<file path="config.mk">
export PLATFORM = sky130hd
export DESIGN_NAME = base64_line_encoder
export DESIGN_NICKNAME = d
export VERILOG_FILES = /design/src/b64le_pkg.sv /design/src/base64_line_encoder.sv /design/src/b64le_front.sv /design/src/b64le_queue.sv /design/src/b64le_back.sv
export SDC_FILE = /design/constraint.sdc
export NUM_CORES = 1
export LEC_CHECK = 0
export BUFFER_PORTS_ARGS = -buffer_cell sky130_fd_sc_hd__buf_2
export CORE_MARGIN = 2
export CORE_UTILIZATION = 50
export DETAILED_ROUTE_END_ITERATION = 8
export PLACE_DENSITY_LB_ADDON = 0.05
export SYNTH_ARGS = -nofsm -noshare
export SYNTH_HDL_FRONTEND = slang
export SYNTH_SLANG_ARGS = --single-unit
</file>
<file path="constraint.sdc">
create_clock -name clk -period 8 [get_ports clk]
set_input_delay 1.6 -clock clk [delete_from_list [all_inputs] [get_ports clk]]
set_output_delay 1.6 -clock clk [all_outputs]
set_load 0.005 [all_outputs]
</file>
<file path="src/b64le_pkg.sv">
// Shared types, constants and the character table of the base64 line encoder.
package b64le_pkg;

    localparam int unsigned LINE_LEN_W = 10;
    localparam logic [LINE_LEN_W-1:0] LINE_LENGTH_RESET = 10'd72;
    localparam logic [7:0] PAD_CHAR = 8'h3D;

    typedef struct packed {
        logic [23:0] bits;
        logic [1:0]  count;
        logic        last;
    } b64le_group_t;

    function automatic logic [7:0] sextet_to_char(input logic [5:0] v);
        logic [7:0] c;
        if (v < 6'd26) begin
            c = 8'h41 + {2'b00, v};
        end else if (v < 6'd52) begin
            c = 8'h61 + {2'b00, v} - 8'd26;
        end else if (v < 6'd62) begin
            c = 8'h30 + {2'b00, v} - 8'd52;
        end else if (v == 6'd62) begin
            c = 8'h2B;
        end else begin
            c = 8'h2F;
        end
        return c;
    endfunction

endpackage

</file>
<file path="src/base64_line_encoder.sv">
// Top level of the streaming base64 encoder with line wrapping.
//
// Bytes enter on the s_axis channel, with tlast set on the final byte of a
// stream. Characters leave on the m_axis channel, one per transfer, with
// tlast on the fourth character of each group and tuser flags for the start
// of a line and the end of the whole encoding. The line length register is
// written via cfg_wr_en and cfg_wr_data, by the user only while the block is
// idle, which the block does not enforce. A byte that completes a group, or
// ends the stream, is pushed into the group queue and its first character is
// then registered on m_axis; other bytes are only buffered. The output carries
// one character per cycle while the receiver keeps tready high, so three bytes
// become four characters; the input accepts one byte per cycle until the
// two-entry group queue fills. Reset clears the buffered bytes, the queue, the
// line position and sets the line length to 72. When the receiver stalls, the
// current character holds on m_axis, the queue fills and s_axis_tready falls.
module base64_line_encoder (
    input  logic                             clk,
    input  logic                             rst_n,
    input  logic                             cfg_wr_en,
    input  logic [b64le_pkg::LINE_LEN_W-1:0] cfg_wr_data,
    input  logic                             s_axis_tvalid,
    output logic                             s_axis_tready,
    input  logic [7:0]                       s_axis_tdata,  // [7:0] data_byte
    input  logic                             s_axis_tlast,
    output logic                             m_axis_tvalid,
    input  logic                             m_axis_tready,
    output logic [7:0]                       m_axis_tdata,  // [7:0] symbol
    output logic [1:0]                       m_axis_tuser,  // [0] line_start, [1] stream_end
    output logic                             m_axis_tlast
);
    import b64le_pkg::*;

    b64le_group_t push_group;
    b64le_group_t head_group;
    logic         push;
    logic         pop;
    logic         queue_full;
    logic         head_valid;
    logic         line_start;
    logic         stream_end;

    b64le_front u_front (
        .clk        (clk),
        .rst_n      (rst_n),
        .in_valid   (s_axis_tvalid),
        .in_ready   (s_axis_tready),
        .data_byte  (s_axis_tdata),
        .last_byte  (s_axis_tlast),
        .push       (push),
        .push_group (push_group),
        .queue_full (queue_full)
    );

    b64le_queue u_queue (
        .clk        (clk),
        .rst_n      (rst_n),
        .push       (push),
        .push_group (push_group),
        .full       (queue_full),
        .pop        (pop),
        .head_valid (head_valid),
        .head_group (head_group)
    );

    b64le_back u_back (
        .clk         (clk),
        .rst_n       (rst_n),
        .cfg_wr_en   (cfg_wr_en),
        .cfg_wr_data (cfg_wr_data),
        .head_valid  (head_valid),
        .head_group  (head_group),
        .pop         (pop),
        .out_valid   (m_axis_tvalid),
        .out_ready   (m_axis_tready),
        .symbol      (m_axis_tdata),
        .line_start  (line_start),
        .run_last    (m_axis_tlast),
        .stream_end  (stream_end)
    );

    assign m_axis_tuser = {stream_end, line_start};

endmodule

</file>
<file path="src/b64le_front.sv">
// Front part: collects input bytes into groups of up to three and hands them on.
module b64le_front (
    input  logic                  clk,
    input  logic                  rst_n,
    input  logic                  in_valid,
    output logic                  in_ready,
    input  logic [7:0]            data_byte,
    input  logic                  last_byte,
    output logic                  push,
    output b64le_pkg::b64le_group_t push_group,
    input  logic                  queue_full
);
    import b64le_pkg::*;

    logic [7:0] pend0_reg, pend0_next;
    logic [7:0] pend1_reg, pend1_next;
    logic [1:0] pend_count_reg, pend_count_next;
    logic       accept;
    logic [7:0] g0, g1, g2;
    logic       group_done;

    assign in_ready = !queue_full;
    assign accept   = in_valid && in_ready;

    always_comb
    begin
        g0 = (pend_count_reg == 2'd0) ? data_byte : pend0_reg;
        g1 = (pend_count_reg == 2'd1) ? data_byte :
             ((pend_count_reg == 2'd2) ? pend1_reg : 8'h00);
        g2 = (pend_count_reg == 2'd2) ? data_byte : 8'h00;
        group_done = last_byte || (pend_count_reg == 2'd2);

        push             = accept && group_done;
        push_group.bits  = {g0, g1, g2};
        push_group.count = pend_count_reg + 2'd1;
        push_group.last  = last_byte;

        pend0_next      = pend0_reg;
        pend1_next      = pend1_reg;
        pend_count_next = pend_count_reg;
        if (accept) begin
            if (group_done) begin
                pend0_next      = 8'h00;
                pend1_next      = 8'h00;
                pend_count_next = 2'd0;
            end else begin
                if (pend_count_reg == 2'd0) begin
                    pend0_next = data_byte;
                end else begin
                    pend1_next = data_byte;
                end
                pend_count_next = pend_count_reg + 2'd1;
            end
        end
    end

    always_ff @(posedge clk or negedge rst_n)
    begin
        if (!rst_n) begin
            pend0_reg      <= 8'h00;
            pend1_reg      <= 8'h00;
            pend_count_reg <= 2'd0;
        end else begin
            pend0_reg      <= pend0_next;
            pend1_reg      <= pend1_next;
            pend_count_reg <= pend_count_next;
        end
    end

endmodule

</file>
<file path="src/b64le_queue.sv">
// Two-entry queue of byte groups between the front and back parts.
module b64le_queue (
    input  logic                    clk,
    input  logic                    rst_n,
    input  logic                    push,
    input  b64le_pkg::b64le_group_t push_group,
    output logic                    full,
    input  logic                    pop,
    output logic                    head_valid,
    output b64le_pkg::b64le_group_t head_group
);
    import b64le_pkg::*;

    b64le_group_t entry_reg [2];
    logic         wr_ptr_reg, wr_ptr_next;
    logic         rd_ptr_reg, rd_ptr_next;
    logic [1:0]   count_reg, count_next;

    assign full       = (count_reg == 2'd2);
    assign head_valid = (count_reg != 2'd0);
    assign head_group = entry_reg[rd_ptr_reg];

    always_comb
    begin
        wr_ptr_next = push ? !wr_ptr_reg : wr_ptr_reg;
        rd_ptr_next = pop ? !rd_ptr_reg : rd_ptr_reg;
        count_next  = count_reg + {1'b0, push} - {1'b0, pop};
    end

    always_ff @(posedge clk)
    begin
        if (push) begin
            entry_reg[wr_ptr_reg] <= push_group;
        end
    end

    always_ff @(posedge clk or negedge rst_n)
    begin
        if (!rst_n) begin
            wr_ptr_reg <= 1'b0;
            rd_ptr_reg <= 1'b0;
            count_reg  <= 2'd0;
        end else begin
            wr_ptr_reg <= wr_ptr_next;
            rd_ptr_reg <= rd_ptr_next;
            count_reg  <= count_next;
        end
    end

endmodule

</file>
<file path="src/b64le_back.sv">
// Back part: turns each group into four characters with line tracking.
module b64le_back (
    input  logic                               clk,
    input  logic                               rst_n,
    input  logic                               cfg_wr_en,
    input  logic [b64le_pkg::LINE_LEN_W-1:0]   cfg_wr_data,
    input  logic                               head_valid,
    input  b64le_pkg::b64le_group_t            head_group,
    output logic                               pop,
    output logic                               out_valid,
    input  logic                               out_ready,
    output logic [7:0]                         symbol,
    output logic                               line_start,
    output logic                               run_last,
    output logic                               stream_end
);
    import b64le_pkg::*;

    logic [LINE_LEN_W-1:0] line_length_reg;
    logic [LINE_LEN_W-1:0] line_fill_reg, line_fill_next;
    logic [1:0]            idx_reg, idx_next;
    logic                  valid_reg, valid_next;
    logic [7:0]            symbol_reg, symbol_next;
    logic                  start_reg, start_next;
    logic                  run_last_reg, run_last_next;
    logic                  end_reg, end_next;
    logic                  advance;
    logic [5:0]            sextet;
    logic [LINE_LEN_W-1:0] fill_eff;

    assign out_valid  = valid_reg;
    assign symbol     = symbol_reg;
    assign line_start = start_reg;
    assign run_last   = run_last_reg;
    assign stream_end = end_reg;

    assign advance = head_valid && (!valid_reg || out_ready);
    assign pop     = advance && (idx_reg == 2'd3);

    always_comb
    begin
        case (idx_reg)
            2'd0:    sextet = head_group.bits[23:18];
            2'd1:    sextet = head_group.bits[17:12];
            2'd2:    sextet = head_group.bits[11:6];
            2'd3:    sextet = head_group.bits[5:0];
            default: sextet = 6'd0;
        endcase
        fill_eff = (line_fill_reg >= line_length_reg) ? '0 : line_fill_reg;

        valid_next     = valid_reg;
        symbol_next    = symbol_reg;
        start_next     = start_reg;
        run_last_next  = run_last_reg;
        end_next       = end_reg;
        idx_next       = idx_reg;
        line_fill_next = line_fill_reg;
        if (advance) begin
            valid_next     = 1'b1;
            symbol_next    = (idx_reg <= head_group.count) ? sextet_to_char(sextet) : PAD_CHAR;
            start_next     = (fill_eff == '0);
            run_last_next  = (idx_reg == 2'd3);
            end_next       = (idx_reg == 2'd3) && head_group.last;
            idx_next       = idx_reg + 2'd1;
            line_fill_next = fill_eff + 1'b1;
            if ((idx_reg == 2'd3) && head_group.last) begin
                line_fill_next = '0;
            end
        end else if (out_ready) begin
            valid_next = 1'b0;
        end
    end

    always_ff @(posedge clk)
    begin
        symbol_reg   <= symbol_next;
        start_reg    <= start_next;
        run_last_reg <= run_last_next;
        end_reg      <= end_next;
    end

    always_ff @(posedge clk or negedge rst_n)
    begin
        if (!rst_n) begin
            line_length_reg <= LINE_LENGTH_RESET;
            line_fill_reg   <= '0;
            idx_reg         <= 2'd0;
            valid_reg       <= 1'b0;
        end else begin
            if (cfg_wr_en) begin
                line_length_reg <= cfg_wr_data;
            end
            line_fill_reg <= line_fill_next;
            idx_reg       <= idx_next;
            valid_reg     <= valid_next;
        end
    end

endmodule

</file>
==> run metrics, run 1 <==
status=complete, no violations; synthesis-to-layout area growth=9.13%; clk_skew=a little under 0.01 ns; crit path kind=flip-flop to flip-flop; FF-to-FF path depth=11; CP Capture Type=flip-flop; top-count cell post-synth=nand2_1; grt total ovfl=0; setup TNS=0 ns; Ports=37; Sink Count=110; switching power total=0.00106 W; Synth warnings=0; final worst path period share=39.4%; WL final=10,900 um; number of enable flip-flop cells after synthesis=65; RSZ-0062 raised after global routing=no; Post-Synth XOR/XNOR Area=1.58%; Flop pwr share=a little over a third; Top FF cell, synth=edfxtp_1; worst rel slew slack=29.7%; DR pass1 iterations=4; CTS tree=built; CP max-delay cell=dfrtp_1; vias in the first global route=3,453; DR WL/cell=16.6 um; Hold Vio Cnt, Final=0; worst hold start=u_front.pend0_reg[7]; Synth Area in Compound Gates=a little over an eighth; Post-CTS Hold Fix Bufs=0; CORE AREA=between 0.01 and 0.015 sq mm; CP peak stage delay=0.42 ns; drt first-iter violations=201; nets=566; Syn Inst Count=479; Max Slew Vio Count=0; routability cong.=0.818; # diodes=0; HPWL after DPL=7650 um; clk_lat worst skew=0.38 ns; filler instances=967; WP data required=8.13 ns; Crit Reg-Reg Startpoint=u_back.idx_reg[0]; max FFs per register=54; largest cells by area after synthesis=edfxtp_1 35%, dfrtp_1 19%, ha_1 7.2%, nand2_1 4.8%, a22o_1 2.4%; number of I/O port buffers=36; main combinational cell family by area after synthesis=simple AND/OR/NAND/NOR gates; Sw Share=40.9%; CP Cell Sequence=inv_1 > ha_1 > and2b_1 > nand3_1 > nand3_2 > inv_1 > ha_1 > a41oi_2 > o21ai_4 > a21oi_1 > a311o_1; P_int=~0.0015 W; max-cap viol count=0; mux cell area share after synthesis=3.95%; clk root buf=clkbuf_8; num rows=38; CTS Buffer Depth=2; Final Setup Violations=0; Max VDD drop=0.191 mV; flop2flop setup slack=a little under 5 ns; cell taking the most area after synthesis=edfxtp_1; Initial Util=51.1%; CTS H-Tree Depth=3; post-synthesis cell area=0.00554 sq mm; pwr/cell area=431 mW/mm^2; leakage=2.54 nW; sequential area share after synthesis=about 56%; largest fanout on the critical path=17; Final ANT Viol Nets=0; Period minus WS final=about 3.2 ns; Hold EP=u_front.pend0_reg[7]; post-cts resize count=0; die area=0.0119 sq mm; Via density=5.54; share of total power in combinational logic=about half; clk slew on worst S/H paths=0.10 ns; first-pass GRT wire length=17,700 um; Post-Syn Area per Cell=between 10 and 15 sq um; Worst Tran Pin Value=around 1.1 ns; Fin Hold WS=0.484 ns; Synth top cells by count=71 x nand2_1, 65 x edfxtp_1, 43 x dfrtp_1, 32 x ha_1, 32 x inv_1; # Post-CTS Setup Buffers=0; GRT Util Overall=about 20%; synthesized-area fraction occupied by adder cells=7.23%; area share of the largest cell type after synthesis=35.3%; Hold Path Class=flip-flop to flip-flop; largest net degree at the start of global routing=46; Remaining DRCs=0; layout cells sized above 1=around 17%; initial antenna violation count=0; die height=109 um; synthesis-stage register bit count=110; crit start category=flip-flop; Via Count=3,627; post-synthesis simple-gate area fraction=14.0%; Die Wd=between 100 and 150 um; Worst R2R End=u_back.symbol[0]; Synth cell types=around 60; hold-critical path depth=2; CP Data Arrival Time=3.29 ns; Clock power frac=~15%; TritonCTS Buffers=9; Fmax achieved=between 300 and 400 MHz; Mapped Nets=535; ys async rst share=40.9%
[metal layers]
layer | up-vias | global-route usage [%] | share of wire [%]
li1 | 1792 | - | -
met1 | 1773 | 26.7 | 47
met2 | 51 | 32.6 | 49
met3 | 11 | 2.87 | 2.5
met4 | 0 | 6.78 | 1.3
met5 | - | 0 | 0
[cell usage in the layout (no fill, tap or decap), drive strengths merged, types with 4 or more instances in the layout]
cell    count
a21oi      15
a31oi       4
xor2        4
nor2b       4
o21ai      24
nand4      10
inv        34
a22oi      11
nand2      72
mux2i       8
mux2       12
buf        39
clkbuf     10
xnor2       6
nand3      30
dfrtp      43
edfxtp     65
ha         32
a22o       15
a21o        8
nor2        9
nor3        9
and2       11
[layout make-up]
cell class | count | area, sq um | share of cell area [%]
sequential | 110 | 3080 | 51.0
timing repair buffer | 39 | 203 | 3.35
clock inverter | 6 | 110 | 1.82
multi-input combinational | 316 | 2220 | 36.7
inverter | 34 | 128 | 2.11
clock buffer | 10 | 128 | 2.11
tap | 140 | 175 | 2.90
[critical path: cells and delay by family (launching register included)]
family | cells | cell delay, ns
AOI/OAI and AO/OA | 4 | 0.89
adders and majority gates | 2 | 0.69
and+or+nand+nor | 3 | 0.65
DFF | 1 | 0.42
buffers and inverters | 2 | 0.25
[cells by family (layout without fill, tap and decap cells)]
family,Yosys count,count (layout)
AO/OA/AOI/OAI,97,97
multiplexers,20,20
AND/OR/NAND/NOR,157,157
adder cells (fa/ha/maj),32,32
buffers and inverters,53,89
flip-flops,110,110
XOR/XNOR,10,10
[power groups by stage]
stage               clock, W  sequential, W  combinational [W]
finish              0.000396       0.000938            0.00127
global route        0.000427       0.000959            0.00144
CTS                 0.000404       0.000939            0.00128
detailed placement         0       0.000951            0.00127
global placement           0       0.000946            0.00126
floorplan                  0       0.000918            0.00103
[worst max-delay path by stage]
| stage | cells after the start | slack [ns] | endpoint | startpoint |
|---|---|---|---|---|
| final | 11 | 4.85 | u_back.symbol[0] | u_back.idx_reg[0] |
| after global routing | 11 | 4.53 | u_back.symbol[0] | u_back.idx_reg[0] |
| after CTS | 10 | 4.82 | u_back.symbol[0] | u_back.idx_reg[1] |
| after detailed placement | 11 | 4.46 | u_queue.count_reg[1] | m_axis_tready |
| after global placement | 11 | 4.53 | u_queue.count_reg[1] | m_axis_tready |
| after floorplan | 4 | 3.40 | u_queue.entry_reg[0][0] | s_axis_tvalid |
[through the flow]
| step | worst slack, ns | power (W) | instance area, sq um | utilization, % | cells |
|---|---|---|---|---|---|
| 3_5_place_dp | 4.46 | 0.00222 | 5800 | 53.5 | 639 |
| 4_1_cts | 4.82 | 0.00262 | 6040 | 55.7 | 655 |
| 2_1_floorplan | 3.40 | 0.00194 | 5540 | - | 479 |
| 6_report | 4.85 | 0.00260 | 6040 | 55.7 | 655 |
| 5_1_grt | 4.53 | 0.00282 | 6040 | 55.7 | 655 |
| 3_3_place_gp | 4.53 | 0.00220 | 5800 | 53.5 | 639 |
Note: power is estimated with default switching activity, not from simulation.
==> inputs of run 2 (changes only) <==
--- a/config.mk
+++ b/config.mk
@@ -5,6 +5,7 @@
 export SDC_FILE = /design/constraint.sdc
 export NUM_CORES = 1
 export LEC_CHECK = 0
+export ABC_AREA = 1
 export BUFFER_PORTS_ARGS = -buffer_cell sky130_fd_sc_hd__buf_2
 export CORE_MARGIN = 2
 export CORE_UTILIZATION = 50
==> constraint.sdc (replaced) <==
create_clock -name clk -period 3.15 [get_ports clk]
set_input_delay 0.63 -clock clk [delete_from_list [all_inputs] [get_ports clk]]
set_output_delay 0.63 -clock clk [all_outputs]
set_load 0.005 [all_outputs]
==> run 2 against run 1 <==
  * Final area grew 6.2%
  * Via count grew 15%
  * Count of clock-buffer cells in the layout grew 1
  * Clock power grew to 3.0 times the previous value
  * Highest routed layer unchanged
  * Clock skew shrank 0.0030 ns
  * Area after synthesis grew 4.8%
  * Sequential power grew 140%
  * Non-clock buffer count grew 3
  * Setup slack lost 4.5 ns
  * Sequential share of layout area shrank 3.0 points
==> run metrics, run 2 <==
clk_lat worst skew=0.35 ns (was 0.38 ns); Ports=37 (unchanged); filler instances=1,019 (was 967); num rows=39 (was 38); commonest non-fill, non-tap cell in the layout=nand2_1 (unchanged); CP max-delay cell=dfrtp_1 (unchanged); number of I/O port buffers=36 (unchanged); synthesis-stage register bit count=110 (unchanged); setup TNS=0 ns (unchanged); Final ANT Viol Nets=0 (unchanged); crit start category=flip-flop (unchanged); die area=0.0125 sq mm (was 0.0119 sq mm); WP depth=16 (was 11); WP buf/inv=4 (was 2); CTS H-Tree Depth=3 (unchanged); Synth top cells by count=138 x nand2_1, 81 x inv_1, 65 x edfxtp_1, 54 x nand3_1, 43 x dfrtp_1 (was 71 x nand2_1, 65 x edfxtp_1, 43 x dfrtp_1, 32 x ha_1, 32 x inv_1); largest cells by area after synthesis=edfxtp_1 34%, dfrtp_1 19%, nand2_1 8.9%, ha_1 6.9%, inv_1 5.2% (was edfxtp_1 35%, dfrtp_1 19%, ha_1 7.2%, nand2_1 4.8%, a22o_1 2.4%); crit path to=u_back.symbol[2] (was u_back.symbol[0]); WP data required=3.26 ns (was 8.13 ns); Max Slew Vio Count=0 (unchanged); Hold Path Class=primary input to async pin (was flip-flop to flip-flop); number of enable flip-flop cells after synthesis=65 (unchanged); CTS tree=built (unchanged); DR pass1 iterations=5 (was 4); status=complete, no violations (unchanged); crit path kind=flip-flop to flip-flop (unchanged); # diodes=0 (unchanged); max FFs per register=54 (unchanged); CP Capture Type=flip-flop (unchanged); nets=702 (was 566); worst rel slew slack=29.5% (was 29.7%); Post-CTS Hold Fix Bufs=0 (unchanged); Worst Tran Pin Value=1.06 ns (about the same); Sink Count=110 (unchanged); synthesis-to-layout area growth=10.5% (was 9.13%); largest fanout on the critical path=12 (was 17); CP Cell Sequence=inv_1 > ha_2 > a21oi_1 > nand3_1 > a21o_1 > nand2_2 > inv_1 > ha_1 > inv_1 > nor2_2 > inv_1 > nand2_1 > xor2_1 > nand3_1 > o21ai_1 > nand2_1 (was inv_1 > ha_1 > and2b_1 > nand3_1 > nand3_2 > inv_1 > ha_1 > a41oi_2 > o21ai_4 > a21oi_1 > a311o_1); largest net degree at the start of global routing=46 (unchanged); Crit Reg-Reg Startpoint=u_back.idx_reg[0] (unchanged); vias in the first global route=4,101 (was 3,453); Via Count=4,159 (was 3,627); Worst R2R End=u_back.symbol[2] (was u_back.symbol[0]); Hold Vio Cnt, Final=0 (unchanged); GRT Util Overall=20.9% (was 19.7%); Post-Syn Area per Cell=9.50 sq um (was 11.6 sq um); DR WL/cell=15.3 um (was 16.6 um); Via density=5.24 (was 5.54); Die Wd=112 um (was 109 um); final core occ=56.4% (was 55.7%); drt first-iter violations=224 (was 201); Max VDD drop=0.559 mV (was 0.191 mV); crit path launch=u_back.idx_reg[0] (unchanged); sequential area share after synthesis=53.1% (was 55.6%); most used cell, CP=inv_1; HPWL after DPL=8870 um (was 7650 um); die height=112 um (was 109 um); routability cong.=1.02 (was 0.818); CP Data Arrival Time=2.92 ns (was 3.29 ns); CTS Buffer Depth=2 (unchanged); Fmax achieved=356 MHz (was 317 MHz); layout cells sized above 1=17.5% (was 17.3%); Initial Util=51.1% (about the same); leakage=2.86 nW (was 2.54 nW); post-synthesis cell area=0.00580 sq mm (was 0.00554 sq mm); most frequent cells in the layout=138 x nand2_1, 81 x inv_1, 65 x edfxtp_1 (was 71 x nand2_1, 65 x edfxtp_1, 43 x dfrtp_1); RSZ-0062 raised after global routing=no (unchanged); Period minus WS final=2.81 ns (was 3.15 ns); Syn Inst Count=611 (was 479); FF-to-FF path depth=16 (was 11); post-cts resize count=0 (unchanged); Fin Hold WS=0.470 ns (was 0.484 ns); clk slew on worst S/H paths=0.07 ns (was 0.10 ns); grt total ovfl=0 (unchanged); Remaining DRCs=0 (unchanged); top-count cell post-synth=nand2_1 (unchanged); cell taking the most area after synthesis=edfxtp_1 (unchanged); ys async rst share=40.9% (unchanged); TritonCTS Buffers=9 (unchanged); delay-heaviest family, CP=simple AND/OR/NAND/NOR gates (was compound AO/OA/AOI/OAI gates); pwr/cell area=1070 mW/mm^2 (was 431 mW/mm^2); max-cap viol count=0 (unchanged); final worst path period share=89.3% (was 39.4%); CP peak stage delay=0.43 ns (was 0.42 ns); Mapped Nets=667 (was 535); CORE AREA=0.0114 sq mm (was 0.0108 sq mm); Final Setup Violations=0 (unchanged); WL final=12,200 um (was 10,900 um); area share of the largest cell type after synthesis=33.6% (was 35.3%); flop2flop setup slack=0.34 ns (was 4.85 ns); clk root buf=clkbuf_16 (was clkbuf_8); Synth warnings=0 (unchanged); Synth cell types=43 (was 59); # Post-CTS Setup Buffers=0 (unchanged); first-pass GRT wire length=20,700 um (was 17,700 um); initial antenna violation count=0 (unchanged); Top FF cell, synth=edfxtp_1 (unchanged); clk_skew=0.00689 ns (was 0.00988 ns)
[run 2: changes by cell type after synthesis, sizes merged, moves of 11 or more]
| cell | delta |
|---|---|
| inv | +59 |
| nor2 | +28 |
| o21ai | +21 |
| a22o | -15 |
| and2 | -11 |
| o22ai | +14 |
| nand2 | +79 |
| nand3 | +26 |
| mux2 | -11 |
[run 2: cell type report]
type	count	area, sq um	area share [%]
Timing Repair Buffer	42	225	3.51
Clock inverter	5	67.6	1.05
Sequential cell	110	3080	48.0
Inverter	94	355	5.54
Tap cell	143	179	2.79
Clock buffer	11	243	3.78
Multi-Input combinational cell	389	2270	35.3
[run 2: stage by stage]
step | setup slack [ns] | cells | instance area, sq um | total power [W]
after global routing | 0.0836 | 794 | 6420 | 0.00747
after global placement | 0.379 | 778 | 6100 | 0.00562
final | 0.337 | 794 | 6420 | 0.00688
after CTS | 0.146 | 794 | 6410 | 0.00689
after floorplan | 0.112 | 611 | 5800 | 0.00488
after detailed placement | 0.172 | 778 | 6100 | 0.00569
[run 2: worst min-delay path by stage]
stage / from / to / slack (ns) / cells after the start
2_1_floorplan: rst_n / u_back.idx_reg[0] / 0.33 / 0
3_3_place_gp: u_back.line_length_reg[6] / u_back.line_length_reg[6] / 0.48 / 2
3_5_place_dp: u_back.line_length_reg[6] / u_back.line_length_reg[6] / 0.49 / 2
4_1_cts: m_axis_tready / u_back.out_valid / 0.47 / 2
5_1_grt: m_axis_tready / u_back.out_valid / 0.49 / 2
6_report: rst_n / u_front.pend0_reg[0] / 0.47 / 1
[run 2: report_power, final]
| group | internal [W] | switching (W) |
|---|---|---|
| clock network | 0.000649 | 0.000533 |
| registers | 0.00210 | 0.000180 |
| logic | 0.00114 | 0.00228 |
| total | 0.00389 | 0.00299 |
[run 2: cells by family after synthesis]
family,Yosys count,share of synthesized area (%)
AO/OA/AOI/OAI,89,8.51
multiplexers,2,0.366
XOR/XNOR,9,1.36
AND/OR/NAND/NOR,257,21.6
flip-flops,110,53.1
adder cells (fa/ha/maj),32,6.90
buffers and inverters,112,8.15
[run 2: per-layer routing]
| metal | vias to the layer above | part of all wire [%] | track usage, % | wire length [um] |
|---|---|---|---|---|
| met5 | - | 0 | 0 | 0 |
| met1 | 1957 | 49 | 30.4 | 5940 |
| li1 | 2093 | - | - | - |
| met3 | 5 | 4.4 | 3.86 | 530 |
| met2 | 104 | 46 | 32.6 | 5630 |
| met4 | 0 | 0.51 | 5.51 | 62 |
